==> config.mk <==
export PLATFORM = sky130hd
export DESIGN_NAME = sha1_message_hasher
export DESIGN_NICKNAME = d
export VERILOG_FILES = /design/src/rtl/sha1_pkg.sv /design/src/rtl/sha1_sched_cell.sv /design/src/rtl/sha1_round.sv /design/src/rtl/sha1_message_hasher.sv
export SDC_FILE = /design/constraint.sdc
export NUM_CORES = 2
export LEC_CHECK = 0
export BUFFER_PORTS_ARGS = -buffer_cell sky130_fd_sc_hd__buf_2
export CAP_MARGIN = 20
export CORE_MARGIN = 4
export CORE_UTILIZATION = 40
export CTS_CLUSTER_DIAMETER = 50
export CTS_CLUSTER_SIZE = 10
export DETAILED_ROUTE_END_ITERATION = 10
export GPL_TIMING_DRIVEN = 0
export PLACE_DENSITY = 0.56
export SLEW_MARGIN = 20
export SYNTH_ARGS = -nofsm -noshare
export SYNTH_HDL_FRONTEND = slang
export SYNTH_SLANG_ARGS = --single-unit
==> constraint.sdc <==
create_clock -name clk -period 36.7 [get_ports clk]
set_input_delay 1.835 -clock clk [delete_from_list [all_inputs] [get_ports clk]]
set_output_delay 1.835 -clock clk [all_outputs]
set_load 0.1 [all_outputs]
==> src/rtl/sha1_pkg.sv <==
// Package for the SHA-1 message hasher: beat payload types, control structs,
// round constants, initial hash values and the round function.
// No dependencies; every other file in rtl imports it.
`timescale 1ns / 1ps
`default_nettype none

package sha1_pkg;

    localparam int WORD_W  = 32;
    localparam int BYTE_W  = 8;
    localparam int NUM_WORDS = 16;
    localparam int LEN_W   = 61;
    localparam int CNT_W   = 6;
    localparam int RND_W   = 7;

    localparam logic [CNT_W-1:0]  BLOCK_LAST = 6'd63;
    localparam logic [CNT_W-1:0]  LEN_POS    = 6'd56;
    localparam logic [RND_W-1:0]  ROUND_LAST = 7'd79;
    localparam logic [RND_W-1:0]  STAGE1_START = 7'd20;
    localparam logic [RND_W-1:0]  STAGE2_START = 7'd40;
    localparam logic [RND_W-1:0]  STAGE3_START = 7'd60;
    localparam logic [BYTE_W-1:0] PAD_MARKER = 8'h80;
    localparam logic [LEN_W-1:0]  LEN_MAX    = {LEN_W{1'b1}};

    localparam logic [1:0] STG_CHOOSE = 2'd0;
    localparam logic [1:0] STG_PARITY = 2'd1;
    localparam logic [1:0] STG_MAJ    = 2'd2;
    localparam logic [1:0] STG_PARITY2 = 2'd3;

    localparam logic [WORD_W-1:0] ROUND_K [4] = '{
        32'h5A827999, 32'h6ED9EBA1, 32'h8F1BBCDC, 32'hCA62C1D6
    };

    localparam logic [WORD_W-1:0] H_INIT [5] = '{
        32'h67452301, 32'hEFCDAB89, 32'h98BADCFE, 32'h10325476, 32'hC3D2E1F0
    };

    typedef struct packed {
        logic [7:0] msg_byte;
        logic       byte_valid;
        logic       end_of_message;
    } in_t;

    typedef struct packed {
        logic [31:0] digest_word0;
        logic [31:0] digest_word1;
        logic [31:0] digest_word2;
        logic [31:0] digest_word3;
        logic [31:0] digest_word4;
    } out_t;

    typedef struct packed {
        logic byte_shift;
        logic word_shift;
    } sched_ctrl_t;

    typedef struct packed {
        logic       load_vars;
        logic       step;
        logic       fold;
        logic       init_chain;
        logic [1:0] stage;
    } round_ctrl_t;

    function automatic logic [WORD_W-1:0] round_f(
        input logic [1:0]        stage,
        input logic [WORD_W-1:0] b,
        input logic [WORD_W-1:0] c,
        input logic [WORD_W-1:0] d
    );
        logic [WORD_W-1:0] f;
        case (stage)
            STG_CHOOSE: f = (b & c) | (~b & d);
            STG_MAJ:    f = (b & c) | (b & d) | (c & d);
            default:    f = b ^ c ^ d;
        endcase
        return f;
    endfunction

endpackage

`default_nettype wire

==> src/rtl/sha1_sched_cell.sv <==
// One word cell of the SHA-1 message schedule shift chain.
// Shifts a byte or a whole word in from its right-hand neighbor; uses sha1_pkg.
`timescale 1ns / 1ps
`default_nettype none

module sha1_sched_cell (
    input  wire logic                  clk,
    input  wire sha1_pkg::sched_ctrl_t ctrl,
    input  wire logic [31:0]           next_word,
    output logic [31:0]                word
);
    import sha1_pkg::*;

    logic [WORD_W-1:0] word_reg;
    logic [WORD_W-1:0] word_next;

    always_comb
    begin
        word_next = word_reg;
        if (ctrl.word_shift)
        begin
            word_next = next_word;
        end
        else if (ctrl.byte_shift)
        begin
            word_next = {word_reg[WORD_W-BYTE_W-1:0], next_word[WORD_W-1:WORD_W-BYTE_W]};
        end
    end

    always_ff @(posedge clk)
    begin
        word_reg <= word_next;
    end

    assign word = word_reg;

endmodule

`default_nettype wire

==> src/rtl/sha1_round.sv <==
// SHA-1 round datapath: working variables a..e, the chaining value and the
// per-round update and final fold. Uses sha1_pkg.
`timescale 1ns / 1ps
`default_nettype none

module sha1_round (
    input  wire logic                  clk,
    input  wire logic                  rst_n,
    input  wire sha1_pkg::round_ctrl_t ctrl,
    input  wire logic [31:0]           w,
    output sha1_pkg::out_t             chain
);
    import sha1_pkg::*;

    logic [WORD_W-1:0] vars_reg  [5];
    logic [WORD_W-1:0] vars_next [5];
    logic [WORD_W-1:0] chain_reg  [5];
    logic [WORD_W-1:0] chain_next [5];
    logic [WORD_W-1:0] f_val;
    logic [WORD_W-1:0] tmp;

    assign f_val = round_f(ctrl.stage, vars_reg[1], vars_reg[2], vars_reg[3]);
    assign tmp   = {vars_reg[0][26:0], vars_reg[0][31:27]} + f_val + vars_reg[4] + w
                   + ROUND_K[ctrl.stage];

    always_comb
    begin
        for (int i = 0; i < 5; i++)
        begin
            vars_next[i]  = vars_reg[i];
            chain_next[i] = chain_reg[i];
        end
        if (ctrl.load_vars)
        begin
            for (int i = 0; i < 5; i++)
            begin
                vars_next[i] = chain_reg[i];
            end
        end
        else if (ctrl.step)
        begin
            vars_next[0] = tmp;
            vars_next[1] = vars_reg[0];
            vars_next[2] = {vars_reg[1][1:0], vars_reg[1][31:2]};
            vars_next[3] = vars_reg[2];
            vars_next[4] = vars_reg[3];
        end
        if (ctrl.init_chain)
        begin
            for (int i = 0; i < 5; i++)
            begin
                chain_next[i] = H_INIT[i];
            end
        end
        else if (ctrl.fold)
        begin
            for (int i = 0; i < 5; i++)
            begin
                chain_next[i] = chain_reg[i] + vars_reg[i];
            end
        end
    end

    always_ff @(posedge clk or negedge rst_n)
    begin
        if (!rst_n)
        begin
            for (int i = 0; i < 5; i++)
            begin
                vars_reg[i]  <= '0;
                chain_reg[i] <= H_INIT[i];
            end
        end
        else
        begin
            for (int i = 0; i < 5; i++)
            begin
                vars_reg[i]  <= vars_next[i];
                chain_reg[i] <= chain_next[i];
            end
        end
    end

    assign chain.digest_word0 = chain_reg[0];
    assign chain.digest_word1 = chain_reg[1];
    assign chain.digest_word2 = chain_reg[2];
    assign chain.digest_word3 = chain_reg[3];
    assign chain.digest_word4 = chain_reg[4];

endmodule

`default_nettype wire

==> src/rtl/sha1_message_hasher.sv <==
// SHA-1 message hasher top level: input control, padding, length count,
// schedule cell chain and digest output register. Uses sha1_pkg,
// sha1_sched_cell and sha1_round.
//
// A message enters one byte per beat; a beat with end_of_message set (with or
// without a byte) closes it, and one beat of five digest words follows. A byte
// beat is taken whenever msg_ready is high; every 64th byte starts a block
// compression (80 rounds plus the chaining add) during which msg_ready is low.
// Closing a message feeds 9 to 72 padding bytes, runs one or two compressions
// and loads the digest register; the next message may start while the digest
// beat still waits on digest_ready.
`timescale 1ns / 1ps
`default_nettype none

module sha1_message_hasher (
    input  wire logic           clk,
    input  wire logic           rst_n,
    input  wire logic           msg_valid,
    output logic                msg_ready,
    input  wire sha1_pkg::in_t  msg,
    output logic                digest_valid,
    input  wire logic           digest_ready,
    output sha1_pkg::out_t      digest
);
    import sha1_pkg::*;

    typedef enum logic [4:0] {
        S_LOAD  = 5'b00001,
        S_PAD   = 5'b00010,
        S_ROUND = 5'b00100,
        S_FOLD  = 5'b01000,
        S_EMIT  = 5'b10000
    } state_t;

    state_t            state_reg, state_next;
    logic [CNT_W-1:0]  cnt_reg, cnt_next;
    logic [LEN_W-1:0]  len_reg, len_next;
    logic [RND_W-1:0]  rnd_reg, rnd_next;
    logic              end_pend_reg, end_pend_next;
    logic              marker_reg, marker_next;
    logic              in_len_reg, in_len_next;
    logic              last_blk_reg, last_blk_next;
    logic              out_valid_reg, out_valid_next;
    out_t              out_data_reg, out_data_next;

    sched_ctrl_t       sched_ctrl;
    round_ctrl_t       round_ctrl;
    logic [BYTE_W-1:0] feed_byte;
    logic [WORD_W-1:0] sched_q [NUM_WORDS];
    logic [WORD_W-1:0] w_mix;
    logic [WORD_W-1:0] w_new;
    logic [WORD_W-1:0] tail_word;
    logic [63:0]       bit_len;
    logic [2:0]        len_idx;
    logic [BYTE_W-1:0] len_byte;
    out_t              chain;

    assign bit_len  = {len_reg, 3'b000};
    assign len_idx  = ~cnt_reg[2:0];
    assign len_byte = bit_len[{len_idx, 3'b000} +: BYTE_W];

    assign w_mix     = sched_q[13] ^ sched_q[8] ^ sched_q[2] ^ sched_q[0];
    assign w_new     = {w_mix[30:0], w_mix[31]};
    assign tail_word = sched_ctrl.byte_shift ? {feed_byte, {(WORD_W-BYTE_W){1'b0}}} : w_new;

    assign msg_ready = (state_reg == S_LOAD);

    always_comb
    begin
        state_next     = state_reg;
        cnt_next       = cnt_reg;
        len_next       = len_reg;
        rnd_next       = rnd_reg;
        end_pend_next  = end_pend_reg;
        marker_next    = marker_reg;
        in_len_next    = in_len_reg;
        last_blk_next  = last_blk_reg;
        out_valid_next = out_valid_reg;
        out_data_next  = out_data_reg;
        feed_byte      = msg.msg_byte;
        sched_ctrl.byte_shift = 1'b0;
        sched_ctrl.word_shift = 1'b0;
        round_ctrl.load_vars  = 1'b0;
        round_ctrl.step       = 1'b0;
        round_ctrl.fold       = 1'b0;
        round_ctrl.init_chain = 1'b0;

        if (rnd_reg < STAGE1_START)
        begin
            round_ctrl.stage = STG_CHOOSE;
        end
        else if (rnd_reg < STAGE2_START)
        begin
            round_ctrl.stage = STG_PARITY;
        end
        else if (rnd_reg < STAGE3_START)
        begin
            round_ctrl.stage = STG_MAJ;
        end
        else
        begin
            round_ctrl.stage = STG_PARITY2;
        end

        if (out_valid_reg && digest_ready)
        begin
            out_valid_next = 1'b0;
        end

        case (state_reg)
            S_LOAD:
            begin
                if (msg_valid)
                begin
                    if (msg.byte_valid)
                    begin
                        sched_ctrl.byte_shift = 1'b1;
                        cnt_next = cnt_reg + 1'b1;
                        if (len_reg != LEN_MAX)
                        begin
                            len_next = len_reg + 1'b1;
                        end
                    end
                    if (msg.end_of_message)
                    begin
                        end_pend_next = 1'b1;
                    end
                    if (msg.byte_valid && cnt_reg == BLOCK_LAST)
                    begin
                        round_ctrl.load_vars = 1'b1;
                        rnd_next   = '0;
                        state_next = S_ROUND;
                    end
                    else if (msg.end_of_message)
                    begin
                        state_next = S_PAD;
                    end
                end
            end
            S_PAD:
            begin
                sched_ctrl.byte_shift = 1'b1;
                cnt_next = cnt_reg + 1'b1;
                if (!marker_reg)
                begin
                    feed_byte   = PAD_MARKER;
                    marker_next = 1'b1;
                end
                else if (in_len_reg || cnt_reg == LEN_POS)
                begin
                    feed_byte   = len_byte;
                    in_len_next = 1'b1;
                    if (cnt_reg == BLOCK_LAST)
                    begin
                        last_blk_next = 1'b1;
                    end
                end
                else
                begin
                    feed_byte = '0;
                end
                if (cnt_reg == BLOCK_LAST)
                begin
                    round_ctrl.load_vars = 1'b1;
                    rnd_next   = '0;
                    state_next = S_ROUND;
                end
            end
            S_ROUND:
            begin
                round_ctrl.step       = 1'b1;
                sched_ctrl.word_shift = 1'b1;
                rnd_next = rnd_reg + 1'b1;
                if (rnd_reg == ROUND_LAST)
                begin
                    rnd_next   = '0;
                    state_next = S_FOLD;
                end
            end
            S_FOLD:
            begin
                round_ctrl.fold = 1'b1;
                if (last_blk_reg)
                begin
                    state_next = S_EMIT;
                end
                else if (end_pend_reg)
                begin
                    state_next = S_PAD;
                end
                else
                begin
                    state_next = S_LOAD;
                end
            end
            S_EMIT:
            begin
                if (!out_valid_reg || digest_ready)
                begin
                    out_data_next  = chain;
                    out_valid_next = 1'b1;
                    round_ctrl.init_chain = 1'b1;
                    len_next      = '0;
                    cnt_next      = '0;
                    end_pend_next = 1'b0;
                    marker_next   = 1'b0;
                    in_len_next   = 1'b0;
                    last_blk_next = 1'b0;
                    state_next    = S_LOAD;
                end
            end
            default:
            begin
                state_next = S_LOAD;
            end
        endcase
    end

    always_ff @(posedge clk or negedge rst_n)
    begin
        if (!rst_n)
        begin
            state_reg     <= S_LOAD;
            cnt_reg       <= '0;
            len_reg       <= '0;
            rnd_reg       <= '0;
            end_pend_reg  <= 1'b0;
            marker_reg    <= 1'b0;
            in_len_reg    <= 1'b0;
            last_blk_reg  <= 1'b0;
            out_valid_reg <= 1'b0;
        end
        else
        begin
            state_reg     <= state_next;
            cnt_reg       <= cnt_next;
            len_reg       <= len_next;
            rnd_reg       <= rnd_next;
            end_pend_reg  <= end_pend_next;
            marker_reg    <= marker_next;
            in_len_reg    <= in_len_next;
            last_blk_reg  <= last_blk_next;
            out_valid_reg <= out_valid_next;
        end
    end

    always_ff @(posedge clk)
    begin
        out_data_reg <= out_data_next;
    end

    for (genvar i = 0; i < NUM_WORDS; i++)
    begin : g_cell
        if (i == NUM_WORDS - 1)
        begin : g_tail
            sha1_sched_cell u_cell (
                .clk       (clk),
                .ctrl      (sched_ctrl),
                .next_word (tail_word),
                .word      (sched_q[i])
            );
        end
        else
        begin : g_body
            sha1_sched_cell u_cell (
                .clk       (clk),
                .ctrl      (sched_ctrl),
                .next_word (sched_q[i+1]),
                .word      (sched_q[i])
            );
        end
    end

    sha1_round u_round (
        .clk   (clk),
        .rst_n (rst_n),
        .ctrl  (round_ctrl),
        .w     (sched_q[0]),
        .chain (chain)
    );

    assign digest_valid = out_valid_reg;
    assign digest       = out_data_reg;

endmodule

`default_nettype wire
==> impl_results.rst <==
.. list-table::
   :header-rows: 1

   * - Metric
     - Value
   * - DRC Markers
     - 0
   * - Crit path DAT
     - about 8.2 ns
   * - Top-count cell post-synth
     - nand2_1
   * - Area of all sequential standard cells
     - 0.0304 mm^2
   * - Final setup TNS
     - 0 ns
   * - Cell Area, Synth
     - 0.0577 mm^2
   * - Half-perimeter wire length of the detailed placement result
     - 148 mm
   * - RSZ-0062 raised after global routing
     - false
   * - Flip-flop count of the largest register, all copies and words added
     - between 400 and 500
   * - Footprint of the multi-input gates
     - about 0.025 mm^2
   * - Die outline width
     - 388 um
   * - Clock transition at the registers of the reported paths
     - 0.05 ns
   * - Deepest clock path buffer count
     - 3
   * - Vias per inst
     - 5.48
   * - Synthesized netlist net count
     - 6168
   * - Cts repair resizes
     - 0
   * - Net total in the final layout
     - 6510
   * - Hold_buf cts
     - 0
   * - Critical setup path kind
     - register to register
   * - Kind of path behind the tightest hold check
     - register to register
   * - Initial antenna violation count
     - 7
   * - Synth Area per Inst
     - between 9 and 10 um^2
   * - Async set or reset register ratio after synthesis
     - 37.5%
   * - Crit end category
     - register
   * - 1st-pass router iterations
     - 5
   * - Commonest register cell after synthesis
     - edfxtp_1
   * - Mean routed wirelength per cell
     - 23.9 um
   * - Clock tree from TritonCTS
     - yes
   * - Largest net degree at the start of global routing
     - 93
   * - Wirelength, routed
     - between 150 and 200 mm
   * - Fill count
     - ~14000
   * - Area fraction of the dominant cell type after synthesis
     - a little over a third
   * - Critical Path Max Stage Delay
     - 0.62 ns
   * - Core Footprint
     - 0.143 mm^2
   * - Tot GR Track Use
     - about a quarter
   * - Period Utilization, post-route
     - 20.4%
   * - Sink Count
     - 1076
   * - Biggest area consumer among synthesized cells
     - edfxtp_1
   * - Max stage delay cell, worst path
     - a221oi_1
   * - Headroom to the max-slew limit
     - between 15 and 20%
   * - Iteration-0 DRC Markers
     - ~4400
   * - Number of enable flip-flop cells after synthesis
     - 672
   * - Final Hold Violating Endpoints
     - 0
   * - CTS H-Tree Depth
     - 4
   * - I/O pin total
     - ~180
   * - Outcome
     - finished, final reports clean
   * - Global-route wire length before repair
     - 288 mm
   * - Global route overflow
     - 0
   * - Startpoint kind of the worst setup timing path
     - register
   * - Count of buffers added by post-CTS timing repair for setup
     - 0
   * - Share of the yosys chip area belonging to registers
     - 52.7%
   * - Crit-path cells
     - clkbuf_1 -> maj3_1 -> a221oi_2 -> clkbuf_1 -> buf_1 -> nor2_1 -> a221oi_1 -> fa_1 -> inv_1 -> fa_1 -> fa_1 -> ha_1 -> or2_2 -> a211oi_2 -> nor3_1 -> nor4b_2 -> a21oi_1 -> a221o_1 -> a221oi_2 -> xor2_1 -> o21ai_1
   * - Most common library cells after synthesis
     - nand2_1 (1907), edfxtp_1 (672), dfrtp_1 (323), inv_1 (299), o21ai_0 (255)
   * - Height of the chip
     - 388 um
   * - Initial core utilization
     - 40.2%
   * - RePlAce Congestion
     - 0.942
   * - Period minus WS final
     - 7.49 ns
   * - Number of buffers added on ports
     - 175
   * - Layout Skew
     - 0.0355 ns
   * - Number of vias in the routed layout
     - approximately 45000
   * - Ratio of cells with drive above 1 in the final layout
     - 8.99%
   * - Total CTS buffers
     - 147
   * - Crit path top cell by count
     - fa_1
   * - Number of pins exceeding their max-slew limit in the final report
     - 0
   * - Floorplan die area
     - between 0.15 and 0.2 mm^2
   * - Number of global-route vias before repair
     - 43500
   * - Count of mapped cells out of synthesis
     - ~5800
   * - Max-cap violation count
     - 0
   * - Count of final setup violators
     - 0
   * - Floorplan row count
     - 139
   * - Clock Root Buffer
     - clkbuf_16
   * - Number of warnings issued by yosys
     - 0
   * - Peak fanout along the critical path
     - 10
   * - Area contributors post-synth
     - edfxtp_1 (35%), dfrtp_1 (14%), nand2_1 (12%)
   * - DRT antenna net count
     - 0
   * - Synth unique cells
     - 101
   * - Clock network latency to the later pin of the worst-skew pair
     - 0.80 ns
   * - Top achievable clock speed
     - 133 MHz
   * - Number of storage elements in the synthesis netlist
     - 1076
   * - Layout Area Growth over Synthesis
     - 14.7%
   * - Actual slew at the worst max-slew pin
     - about 1.2 ns
   * - Required time of the critical path
     - 37.36 ns
## worst paths after layout
check	startpoint	to	slack (ns)	cells past startpoint
worst max-delay path	rnd_reg[3]	u_round.vars_reg[158]	29.21	21
worst min-delay path	in_len_reg	in_len_reg	0.50	1
worst max register to register	rnd_reg[3]	u_round.vars_reg[158]	29.21	21
worst min register to register	in_len_reg	in_len_reg	0.50	1
max in group asynchronous	rst_n	u_round.chain[36]	34.42	3
min in group asynchronous	rst_n	u_round.chain[117]	0.99	1
## per-stage QoR
stage | instance area (um^2) | util, % | hold slack, ns | setup WS (ns) | cells
finish | 66200 | 46.1 | 0.498 | 29.21 | 8180
global route | 66200 | 46.1 | 0.543 | 28.86 | 8179
CTS | 66200 | 46.1 | 0.504 | 29.35 | 8179
floorplan | 57700 | - | 0.450 | 22.24 | 5834
global placement | 60900 | 42.5 | 0.479 | 15.81 | 7912
detailed placement | 61500 | 42.8 | 0.482 | 29.36 | 7930
## cell type report
class	count	area share, %
clock buffers	197	6.14
plain buffers	255	1.51
repair buffers	193	2.04
clock inverters	52	0.994
inverters	301	1.71
diodes	1	0.00378
multi-input cells	4202	38.1
flip-flops and latches	1076	45.9
well taps	1903	3.60
## cell usage in the layout (no fill, tap or decap), drive strengths merged, types with 26 or more instances in the layout
master | synthesis | routed
nor2 | 239 | 239
inv | 301 | 315
dfrtp | 323 | 323
edfxtp | 672 | 672
xor2 | 132 | 132
nand2b | 30 | 30
fa | 125 | 125
a22oi | 149 | 149
nand3 | 100 | 100
a21oi | 230 | 230
and3 | 36 | 36
dfstp | 81 | 81
nand4 | 29 | 29
nand2 | 1908 | 1908
xnor2 | 178 | 178
nor2b | 26 | 26
nor3 | 78 | 78
buf | 28 | 221
ha | 195 | 195
o21ai | 273 | 273
o21a | 28 | 28
clkbuf | 227 | 424
a21o | 76 | 76
## routing by layer
metal / up-vias / share of wire, % / global-route usage (%)
li1: 20700 / - / -
met1: 22100 / 41 / 32.9
met2: 1650 / 47 / 42.1
met3: 397 / 6.7 / 4.25
met4: 2 / 5.4 / 12.5
met5: - / 0.0061 / 0
## kinds of logic after synthesis
kind of cell / synth area share, %
multiplexers: 1.06
buffers and inverters: 3.66
adder cells (fa/ha/maj): 8.59
AND/OR/NAND/NOR: 18.1
AO/OA/AOI/OAI: 11.2
XOR/XNOR: 4.71
flip-flops: 52.7
## worst max-delay path: cells and delay by family, from the launching register on
family          cells  cell delay, ns
compound gates      7            2.43
xor+xnor            1            0.29
fa+ha+maj           5            2.16
buf+inv             4            1.22
flops               1            0.35
simple gates        4            0.90
Power is left out: the tool's default activity adds up to more than one toggle a clock period on the data nets, which glitch-free logic cannot reach.
